### src/sv/record_exchange_sort_macros.svh
// Assertion helpers for the record sorter
`ifndef RECORD_EXCHANGE_SORT_MACROS_SVH
`define RECORD_EXCHANGE_SORT_MACROS_SVH

// same-cycle implication, disabled while reset is held
`define RXS_ASSERT_NOW(label, ante, cons, msg) \
    label: assert property (@(posedge i_clk) disable iff (!i_rst_n) (ante) |-> (cons)) \
        else $error(msg);

// next-cycle implication
`define RXS_ASSERT_NEXT(label, ante, cons, msg) \
    label: assert property (@(posedge i_clk) disable iff (!i_rst_n) (ante) |=> (cons)) \
        else $error(msg);

`endif

### src/sv/rxs_pkg.sv
`default_nettype none

package rxs_pkg;

    localparam int ID_W    = 34;
    localparam int GRADE_W = 9;
    localparam int NAME_W  = 64;
    localparam int TAG_W   = 4;

    localparam int CFG_IDX_W  = 2;
    localparam int CFG_DATA_W = 2;

    typedef struct packed {
        logic [ID_W-1:0]    id;
        logic [GRADE_W-1:0] grade;
        logic [NAME_W-1:0]  name;
        logic [TAG_W-1:0]   tag;
    } t_rec;

    localparam logic [1:0] KEY_ID    = 2'd0;
    localparam logic [1:0] KEY_NAME  = 2'd1;
    localparam logic [1:0] KEY_GRADE = 2'd2;

    localparam logic [CFG_IDX_W-1:0] REG_SORT_KEY = 2'd0;
    localparam logic [CFG_IDX_W-1:0] REG_DESC     = 2'd1;

endpackage

`default_nettype wire

### src/sv/record_exchange_sort.sv
// record_exchange_sort: collects a set of records and returns them sorted.
// Input channel (i_valid / o_stall): one record word per cycle while loading.
// A word with i_last_record closes the set; words past RECORDS are dropped,
// but their last mark still closes the set.
// The set is then exchange sorted in place in a single record RAM with one
// read and one write port: position i is held in a register and compared
// against every later entry read back from the RAM, one compare per cycle.
// Output channel (o_valid / i_stall): N words, the final one with o_out_last.
// o_stall stays high from the last input word until the final sorted word
// is in the output register.
// A stalled output word holds; the emitter waits on it and nothing is lost.
// The user must set key/direction via the cfg port while the block is idle.
// Reset (synchronous, i_rst_n low) empties the set, drops any pending output
// word, and selects ascending by id number.
`default_nettype none
`include "record_exchange_sort_macros.svh"

module record_exchange_sort
    import rxs_pkg::*;
#(
    parameter int RECORDS    = 16,
    parameter int NAME_BYTES = 8
) (
    input  wire logic                  i_clk,
    input  wire logic                  i_rst_n,
    input  wire logic                  i_cfg_we,
    input  wire logic [CFG_IDX_W-1:0]  i_cfg_index,
    input  wire logic [CFG_DATA_W-1:0] i_cfg_data,
    input  wire logic                  i_valid,
    output logic                       o_stall,
    input  wire logic [ID_W-1:0]       i_student_id,
    input  wire logic [GRADE_W-1:0]    i_grade_hundredths,
    input  wire logic [NAME_W-1:0]     i_name_prefix,
    input  wire logic [TAG_W-1:0]      i_record_tag,
    input  wire logic                  i_last_record,
    output logic                       o_valid,
    input  wire logic                  i_stall,
    output logic [ID_W-1:0]            o_out_student_id,
    output logic [GRADE_W-1:0]         o_out_grade_hundredths,
    output logic [NAME_W-1:0]          o_out_name_prefix,
    output logic [TAG_W-1:0]           o_out_record_tag,
    output logic                       o_out_last
);

    localparam int AW = $clog2(RECORDS);
    localparam int CW = $clog2(RECORDS + 1);

    typedef enum logic [6:0] {
        S_LOAD = 7'b0000001,
        S_LDI  = 7'b0000010,
        S_CUR  = 7'b0000100,
        S_CMP  = 7'b0001000,
        S_WBI  = 7'b0010000,
        S_ORD  = 7'b0100000,
        S_OEM  = 7'b1000000
    } t_state;

    t_state        r_state, n_state;
    logic [CW-1:0] r_cnt, n_cnt;
    logic [CW-1:0] r_n, n_n;
    logic [AW-1:0] r_i, n_i;
    logic [AW-1:0] r_j, n_j;
    logic [AW-1:0] r_k, n_k;
    t_rec          r_cur, n_cur;
    t_rec          r_out, n_out;
    logic          r_olast, n_olast;
    logic          r_ov, n_ov;
    logic [1:0]    r_sort_key;
    logic          r_desc;

    logic          mem_we;
    logic [AW-1:0] mem_waddr;
    t_rec          mem_wdata;
    logic          mem_re;
    logic [AW-1:0] mem_raddr;
    t_rec          mem_q;

    logic          swap;
    logic [CW-1:0] cnt_inc;
    t_rec          in_rec;
    logic          out_free;

    rxs_mem #(
        .DEPTH (RECORDS),
        .AW    (AW)
    ) u_mem (
        .i_clk   (i_clk),
        .i_we    (mem_we),
        .i_waddr (mem_waddr),
        .i_wdata (mem_wdata),
        .i_re    (mem_re),
        .i_raddr (mem_raddr),
        .o_rdata (mem_q)
    );

    rxs_cmp #(
        .NAME_BYTES (NAME_BYTES)
    ) u_cmp (
        .i_lo         (r_cur),
        .i_hi         (mem_q),
        .i_sort_key   (r_sort_key),
        .i_descending (r_desc),
        .o_swap       (swap)
    );

    assign in_rec   = '{id: i_student_id, grade: i_grade_hundredths,
                        name: i_name_prefix, tag: i_record_tag};
    assign cnt_inc  = (r_cnt < CW'(RECORDS)) ? r_cnt + CW'(1) : r_cnt;
    assign out_free = !r_ov || !i_stall;

    always_comb begin
        n_state   = r_state;
        n_cnt     = r_cnt;
        n_n       = r_n;
        n_i       = r_i;
        n_j       = r_j;
        n_k       = r_k;
        n_cur     = r_cur;
        n_out     = r_out;
        n_olast   = r_olast;
        n_ov      = r_ov && i_stall;
        mem_we    = 1'b0;
        mem_waddr = r_j;
        mem_wdata = r_cur;
        mem_re    = 1'b0;
        mem_raddr = r_j;
        unique case (r_state)
            S_LOAD: begin
                if (i_valid) begin
                    if (r_cnt < CW'(RECORDS)) begin
                        mem_we    = 1'b1;
                        mem_waddr = r_cnt[AW-1:0];
                        mem_wdata = in_rec;
                    end
                    if (i_last_record) begin
                        n_n   = cnt_inc;
                        n_cnt = '0;
                        n_i   = '0;
                        n_k   = '0;
                        n_state = (cnt_inc >= CW'(2)) ? S_LDI : S_ORD;
                    end else begin
                        n_cnt = cnt_inc;
                    end
                end
            end
            S_LDI: begin
                mem_re    = 1'b1;
                mem_raddr = r_i;
                n_j       = r_i + AW'(1);
                n_state   = S_CUR;
            end
            S_CUR: begin
                n_cur     = mem_q;
                mem_re    = 1'b1;
                mem_raddr = r_j;
                n_state   = S_CMP;
            end
            S_CMP: begin
                if (swap) begin
                    mem_we    = 1'b1;
                    mem_waddr = r_j;
                    mem_wdata = r_cur;
                    n_cur     = mem_q;
                end
                if ((CW'(r_j) + CW'(1)) == r_n) begin
                    n_state = S_WBI;
                end else begin
                    mem_re    = 1'b1;
                    mem_raddr = r_j + AW'(1);
                    n_j       = r_j + AW'(1);
                end
            end
            S_WBI: begin
                mem_we    = 1'b1;
                mem_waddr = r_i;
                mem_wdata = r_cur;
                n_i       = r_i + AW'(1);
                if ((CW'(r_i) + CW'(2)) == r_n) begin
                    n_k     = '0;
                    n_state = S_ORD;
                end else begin
                    n_state = S_LDI;
                end
            end
            S_ORD: begin
                mem_re    = 1'b1;
                mem_raddr = r_k;
                n_state   = S_OEM;
            end
            S_OEM: begin
                if (out_free) begin
                    n_out   = mem_q;
                    n_olast = (CW'(r_k) + CW'(1)) == r_n;
                    n_ov    = 1'b1;
                    if ((CW'(r_k) + CW'(1)) == r_n) begin
                        n_state = S_LOAD;
                    end else begin
                        n_k     = r_k + AW'(1);
                        n_state = S_ORD;
                    end
                end
            end
            default: begin
                n_state = S_LOAD;
            end
        endcase
    end

    always_ff @(posedge i_clk) begin
        if (!i_rst_n) begin
            r_state <= S_LOAD;
            r_cnt   <= '0;
            r_n     <= '0;
            r_i     <= '0;
            r_j     <= '0;
            r_k     <= '0;
            r_ov    <= 1'b0;
        end else begin
            r_state <= n_state;
            r_cnt   <= n_cnt;
            r_n     <= n_n;
            r_i     <= n_i;
            r_j     <= n_j;
            r_k     <= n_k;
            r_ov    <= n_ov;
        end
    end

    always_ff @(posedge i_clk) begin
        r_cur   <= n_cur;
        r_out   <= n_out;
        r_olast <= n_olast;
    end

    always_ff @(posedge i_clk) begin
        if (!i_rst_n) begin
            r_sort_key <= KEY_ID;
            r_desc     <= 1'b0;
        end else if (i_cfg_we) begin
            case (i_cfg_index)
                REG_SORT_KEY: r_sort_key <= i_cfg_data[1:0];
                REG_DESC:     r_desc     <= i_cfg_data[0];
                default: ;
            endcase
        end
    end

    assign o_stall                = (r_state != S_LOAD);
    assign o_valid                = r_ov;
    assign o_out_student_id       = r_out.id;
    assign o_out_grade_hundredths = r_out.grade;
    assign o_out_name_prefix      = r_out.name;
    assign o_out_record_tag       = r_out.tag;
    assign o_out_last             = r_olast;

    `RXS_ASSERT_NOW(a_cnt_bound, 1'b1, r_cnt <= CW'(RECORDS), "load count past capacity")
    `RXS_ASSERT_NOW(a_scan_order, r_state == S_CMP, r_j > r_i && CW'(r_j) < r_n, "bad scan index")
    `RXS_ASSERT_NEXT(a_wbi_next, r_state == S_WBI, r_state == S_LDI || r_state == S_ORD, "bad pass end")
    `RXS_ASSERT_NOW(a_emit_hold, r_state == S_OEM && r_ov && i_stall, n_state == S_OEM, "emit overran output")

endmodule

`default_nettype wire

### src/sv/rxs_mem.sv
`default_nettype none

module rxs_mem
    import rxs_pkg::*;
#(
    parameter int DEPTH = 16,
    parameter int AW    = 4
) (
    input  wire logic          i_clk,
    input  wire logic          i_we,
    input  wire logic [AW-1:0] i_waddr,
    input  wire t_rec          i_wdata,
    input  wire logic          i_re,
    input  wire logic [AW-1:0] i_raddr,
    output t_rec               o_rdata
);

    t_rec r_mem [DEPTH];
    t_rec r_q;

    always_ff @(posedge i_clk) begin
        if (i_we) begin
            r_mem[i_waddr] <= i_wdata;
        end
    end

    always_ff @(posedge i_clk) begin
        if (i_re) begin
            r_q <= r_mem[i_raddr];
        end
    end

    assign o_rdata = r_q;

endmodule

`default_nettype wire

### src/sv/rxs_cmp.sv
`default_nettype none

module rxs_cmp
    import rxs_pkg::*;
#(
    parameter int NAME_BYTES = 8
) (
    input  wire t_rec       i_lo,
    input  wire t_rec       i_hi,
    input  wire logic [1:0] i_sort_key,
    input  wire logic       i_descending,
    output logic            o_swap
);

    localparam logic [NAME_W-1:0] NAME_MASK =
        ~((NAME_W'(1) << (NAME_W - 8 * NAME_BYTES)) - NAME_W'(1));

    logic [NAME_W-1:0] key_lo;
    logic [NAME_W-1:0] key_hi;

    always_comb begin
        unique case (i_sort_key)
            KEY_NAME: begin
                key_lo = i_lo.name & NAME_MASK;
                key_hi = i_hi.name & NAME_MASK;
            end
            KEY_GRADE: begin
                key_lo = NAME_W'(i_lo.grade);
                key_hi = NAME_W'(i_hi.grade);
            end
            default: begin
                key_lo = NAME_W'(i_lo.id);
                key_hi = NAME_W'(i_hi.id);
            end
        endcase
    end

    // equal keys never swap
    assign o_swap = i_descending ? (key_lo < key_hi) : (key_lo > key_hi);

endmodule

`default_nettype wire
### config.mk
export PLATFORM = sky130hd
export DESIGN_NAME = record_exchange_sort
export DESIGN_NICKNAME = d
export VERILOG_FILES = /design/src/sv/rxs_pkg.sv /design/src/sv/record_exchange_sort.sv /design/src/sv/rxs_mem.sv /design/src/sv/rxs_cmp.sv
export VERILOG_INCLUDE_DIRS = /design/src /design/src/sv
export SDC_FILE = /design/constraint.sdc
export NUM_CORES = 2
export LEC_CHECK = 0
export ABC_CLOCK_PERIOD_IN_PS = 30500
export BUFFER_PORTS_ARGS = -buffer_cell sky130_fd_sc_hd__clkbuf_2
export CAP_MARGIN = 10
export CORE_AREA = 4 4 380 756
export CTS_BUF_LIST = sky130_fd_sc_hd__clkbuf_8
export DETAILED_ROUTE_END_ITERATION = 12
export DIE_AREA = 0 0 384 760
export PLACE_DENSITY_LB_ADDON = 0.3
export SYNTH_ARGS = -nofsm -noshare
export SYNTH_HDL_FRONTEND = slang
export SYNTH_SLANG_ARGS = --single-unit
### constraint.sdc
create_clock -name i_clk -period 30.5 [get_ports i_clk]
set_input_delay 6.1 -clock i_clk [delete_from_list [all_inputs] [get_ports i_clk]]
set_output_delay 6.1 -clock i_clk [all_outputs]
set_load 0.01 [all_outputs]
Yosys cells after proc, flatten, opt, wreduce, memory -nomap -nowiden
Memory sizes are Yosys's and may differ from the RTL's. A register that Yosys moved wholly into a read port is not among the register bits.
Cells that the tools add are included.
W data, S select, Z words.
{"block": "word_totals", "register_bits": 256, "ramBits": 1776, "inputBits": 121, "elab_cells": 111, "mem_count": 1}
{"block": "op_classes", "n_eq_ne": 21, "reduce_logical": 19, "add_sub_neg": 7, "n_lt_le_gt_ge": 4, "muxes": 41}
{"memory": "u_mem.r_mem", "words": 16, "word_bits": 111, "rd": 1, "rd_ports_with_merged_regs": 1, "wr": 1, "line": "rxs_mem.sv:18", "rtl": "t_rec r_mem [DEPTH];"}
{"operator": "$mux W111", "count": 4}
{"operator": "$pmux W64 S2", "count": 2}
{"operator": "$pmux W111 S2", "count": 1}
{"operator": "$gt A64 B64 Y1", "count": 1}
{"operator": "$lt A64 B64 Y1", "count": 1}
{"operator": "$pmux W7 S7", "count": 1}
{"operator": "$mux W4", "count": 8}
{"operator": "$mux W7", "count": 4}
{"operator": "$pmux W4 S2", "count": 3}
{"operator": "$pmux W4 S3", "count": 2}
{"operator": "$mux W6", "count": 3}
{"operator": "$eq A5 B5 Y1", "count": 3}
{"operator": "$ne A2 B2 Y1 const B", "count": 7}
{"operator": "$add A4 B1 Y4 const B", "count": 3}
{"operator": "$add A4 B1 Y5 const B", "count": 2}
{"operator": "$mux W5", "count": 2}
{"operator": "$reduce_and A2 Y1", "count": 5}
{"operator": "$mux W1", "count": 9}
{"operator": "$eq A7 B1 Y1 const B", "count": 1}
{"operator": "$eq A7 B2 Y1 const B", "count": 1}
{"operator": "$eq A7 B3 Y1 const B", "count": 1}
{"operator": "$eq A7 B4 Y1 const B", "count": 1}
{"operator": "$eq A7 B5 Y1 const B", "count": 1}
{"operator": "$eq A7 B6 Y1 const B", "count": 1}
{"operator": "other kinds (20)", "count": 25}

Logic depth before layout (Yosys ltp)
{"block": "logic_depth", "word_depth": 8, "ltp_mapped": 18, "ltp_nobuf": 15}

By module
A second synthesis with hierarchy kept.
{"block": "unflattened", "hier_cells": 4172, "area_unflattened_um2": 82869.5}
{"module": "rxs_mem", "seq_area_each_um2": 56664.3, "n_inst": 1, "cells_each": 2838, "area_each_um2": 69621.8}
{"module": "record_exchange_sort", "seq_area_each_um2": 7357.1, "n_inst": 1, "cells_each": 881, "area_each_um2": 10456.3}
{"module": "rxs_cmp", "seq_area_each_um2": 0.0, "n_inst": 1, "cells_each": 453, "area_each_um2": 2791.4}

Worst setup path before layout
Ideal clock, no wire load.
{"block": "synth_timing", "path_type": "input -> register", "start": "input port i_valid", "end": "memory u_mem.r_mem[14][0] in the netlist's numbering (enable)", "cell_stages": 6, "path_slack_ns": 4.710, "arrival_time_ns": 24.617, "path_cell_list": "nand4_1 nor2_1 nor2_1 a21oi_1 nand2b_1 a2111oi_0"}
{"block": "synth_via", "elab_chain_cells": 4}
{"element": "from (decl)", "line": "record_exchange_sort.sv:29", "rtl": "input wire logic i_valid,"}
{"element": "$mux W1", "line": "record_exchange_sort.sv:129", "rtl": "if (i_valid) begin"}
{"element": "$pmux W1 S3", "line": "record_exchange_sort.sv:127", "rtl": "unique case (r_state)"}
{"element": "$mux W1", "line": "rxs_mem.sv:22", "rtl": "if (i_we) begin"}
{"element": "$mux W1 (implied by the code)", "line": "rxs_mem.sv:23", "rtl": "r_mem[i_waddr] <= i_wdata;"}
{"element": "to (decl)", "line": "rxs_mem.sv:18"}
Parallel ways exist; a longest one is shown, timed or not.

Worst setup path in the final report
{"block": "layout_timing", "start": "input port i_valid", "end": "memory u_mem.r_mem[9][12] in the netlist's numbering (enable)"}
Same word-level chain as after synthesis.

==> flow_metrics.py <==
metrics = {
    "power": {
        "leakage_nw": 31.9,
        "ir_drop_mv": 0.0681,
        "power_density_nw_per_um2": 69.8,
    },
    "clocking": {
        "cts_buffers": 325,
        "clk_pin_slew_ns": 0.06,
        "postCtsSetupBuffers": 0,
        "htreeDepth": 5,
        "cts_tree": "built",
        "cts_hold_buf": 0,
        "clkLatencyLatePin_ns": 0.96,
        "cts_sinks": 2143,
        "cts_buffer_depth": 4,
        "cts_resized": 0,
        "cts-root-buf": "clkbuf_8",
    },
    "place": {
        "place_hpwl_um": 139000,
        "portBuffers": 234,
        "place.gp.congestion": 0.788,
        "place_inst": 8875,
    },
    "floorplanning": {
        "start_util": 0.299,
        "core-area_um2": 281000,
        "die-width_um": 384,
        "rows": 275,
        "die_h_um": 760,
        "ioPinCount": 235,
        "dieArea_um2": 292000,
    },
    "timing": {
        "grt_setup_unrepaired": "no",
        "max_freq_ghz": 0.0919,
        "hold_violations": 0,
        "final.min_clock_period_ns": 10.89,
        "worst-slew-pin-transition_ns": 1.26,
        "fin_crit_sh": 0.357,
        "skew_ns": 0.0674,
        "setup_tns_ns": 0,
        "final-setup-viol-count": 0,
        "max-slew-margin-rel": 0.160,
        "drv_slew": 0,
    },
    "critical_path": {
        "critPathKind": "primary input to flip-flop",
        "start_kind": "primary input",
        "critPathArrivalTime_ns": 11.44,
        "path_max_fanout": 49,
        "cp.required_ns": 31.06,
        "critPathCaptureType": "flip-flop",
    },
    "global_route": {
        "grt_max_degree": 121,
        "grt-ovfl-total": 0,
        "grt_antenna_before_repair": 51,
        "grt_pass1_wl_um": 362000,
        "grtUsageTotal": 0.171,
        "first_global_vias": 49233,
    },
    "yosys": {
        "ys_top_cells_by_area": "edfxtp_1, mux2i_1, nand2_1",
        "synth_top_cell_by_area": "edfxtp_1",
        "synth_cell_types": 66,
        "synth_common_cells": "edfxtp_1, nand2_1, mux2i_1",
        "synthesis.area_um2": 84000,
        "syn_nets": 5310,
        "ys_ff_latch": 2143,
        "synth_ff_type": "edfxtp_1",
        "synth_edf_count": 2110,
        "yosysMostFrequentCell": "edfxtp_1",
        "syn_area_per_cell_um2": 16.4,
        "synthArstFlopShare": 0,
        "yosysTopAreaCellShare": 0.754,
        "syn_inst": 5118,
        "ys_seq_area_frac": 0.762,
        "yosys_warnings": 0,
    },
    "routing": {
        "drtIter0Drc": 3813,
        "via_per_inst": 5.13,
        "drt_wl_total_um": 259000,
        "drt-wirelength-per-cell_um": 27.4,
        "drc": 0,
        "dr.pass1.iters": 5,
        "ant_nets": 0,
        "vias": 48512,
    },
    "hold_path": {
        "hp-class": "flip-flop to flip-flop",
    },
    "final_layout": {
        "nets": 5655,
        "fillCellCount": 26880,
        "area_delta_synth_final_pct": 13.4,
        "drive_gt1_frac": 0.154,
        "layout.cells.non_filler": 9450,
    },
    "status": {
        "status": "finished clean",
    },
    "flow_run": {
        "cap_violations": 0,
    },
}
-- kinds of logic after synthesis --
| logic type | after synthesis | synth area share |
|---|---|---|
| multiplexers | 673 | 0.0818 |
| buffers and inverters | 311 | 0.0195 |
| AO/OA/AOI/OAI | 1017 | 0.0750 |
| flip-flops | 2143 | 0.762 |
| AND/OR/NAND/NOR | 880 | 0.0487 |
| adder cells (fa/ha/maj) | 71 | 0.0106 |
| XOR/XNOR | 23 | 0.00256 |
-- area by class of cell --
cell class / instances / area, um^2 / area share
sequential: 2143 / 64000 / 0.672
multi-input combinational: 2664 / 18700 / 0.196
tap: 3739 / 4680 / 0.0491
clock buffer: 332 / 4570 / 0.0479
timing repair buffer: 322 / 1990 / 0.0209
clock inverter: 229 / 1300 / 0.0136
antenna: 14 / 35.0 / 0.000367
inverter: 7 / 26.3 / 0.000276
-- critical path, stage by stage --
cell,delay [ns]
clkbuf_2,0.11
nand4_1,0.43
nor2_4,0.24
buf_4,0.75
nor2_2,0.07
buf_4,0.29
a21oi_1,0.57
nand2b_1,0.28
a211oi_4,0.22
buf_4,0.75
buf_4,0.72
buf_4,0.70
-- power by group --
| part | internal, W | switching (W) | total, W |
|---|---|---|---|
| registers | 0.00352 | 0.0000509 | 0.00358 |
| logic | 0.000256 | 0.000590 | 0.000846 |
| clock network | 0.00111 | 0.00112 | 0.00223 |
-- sequential cells by signal, indices dropped and copies added (netlist names), 5 cells and up --
name / flops
o_out_student_id: 34
r_cur: 111
u_mem.r_mem: 1776
u_mem.o_rdata: 111
r_cnt: 5
r_n: 5
o_out_grade_hundredths: 9
r_state: 7
o_out_name_prefix: 64
-- placed cells by master, fill, tap and decap left out, drive strengths merged, types with 85 or more instances in the layout --
cell    Yosys  layout
edfxtp   2110    2110
nand2     575     575
clkbuf    131     566
mux2i     561     561
a21oi     389     389
o22ai     334     334
clkinv      0     128
a22o      114     114
or4       112     112
mux2      112     112
buf       173      88
inv         7      85
-- path summary, 6_finish.rpt --
kind	cells after the start	from	slack [ns]	endpoint
worst min register to register	0	u_mem.o_rdata[2]	0.48	r_cur[2]
worst max-delay path	12	i_valid	19.61	u_mem.r_mem[9][12]
worst max register to register	18	r_sort_key[1]	21.84	u_mem.r_mem[9][12]
worst min-delay path	0	u_mem.o_rdata[2]	0.48	r_cur[2]
-- through the flow --
step                      worst slack, ns  instance area (um^2)  total power, W  hold slack, ns   util
after floorplan                      4.71                 84000         0.00417           0.421      -
after global placement              18.72                 89400         0.00447           0.464  0.318
after detailed placement            18.66                 89400         0.00449           0.461  0.318
after CTS                           19.70                 95300         0.00673           0.480  0.339
after global routing                19.45                 95300         0.00692           0.489  0.339
final                               19.61                 95300         0.00665           0.476  0.339
-- routing by layer --
layer | vias to the layer above | global-route usage | wire length [um]
li1 | 20811 | - | -
met1 | 25493 | 0.229 | 110000
met2 | 1811 | 0.288 | 126000
met3 | 385 | 0.0276 | 16300
met4 | 12 | 0.0455 | 5890
met5 | - | 0 | 79
Note: power is estimated with default switching activity, not from simulation.
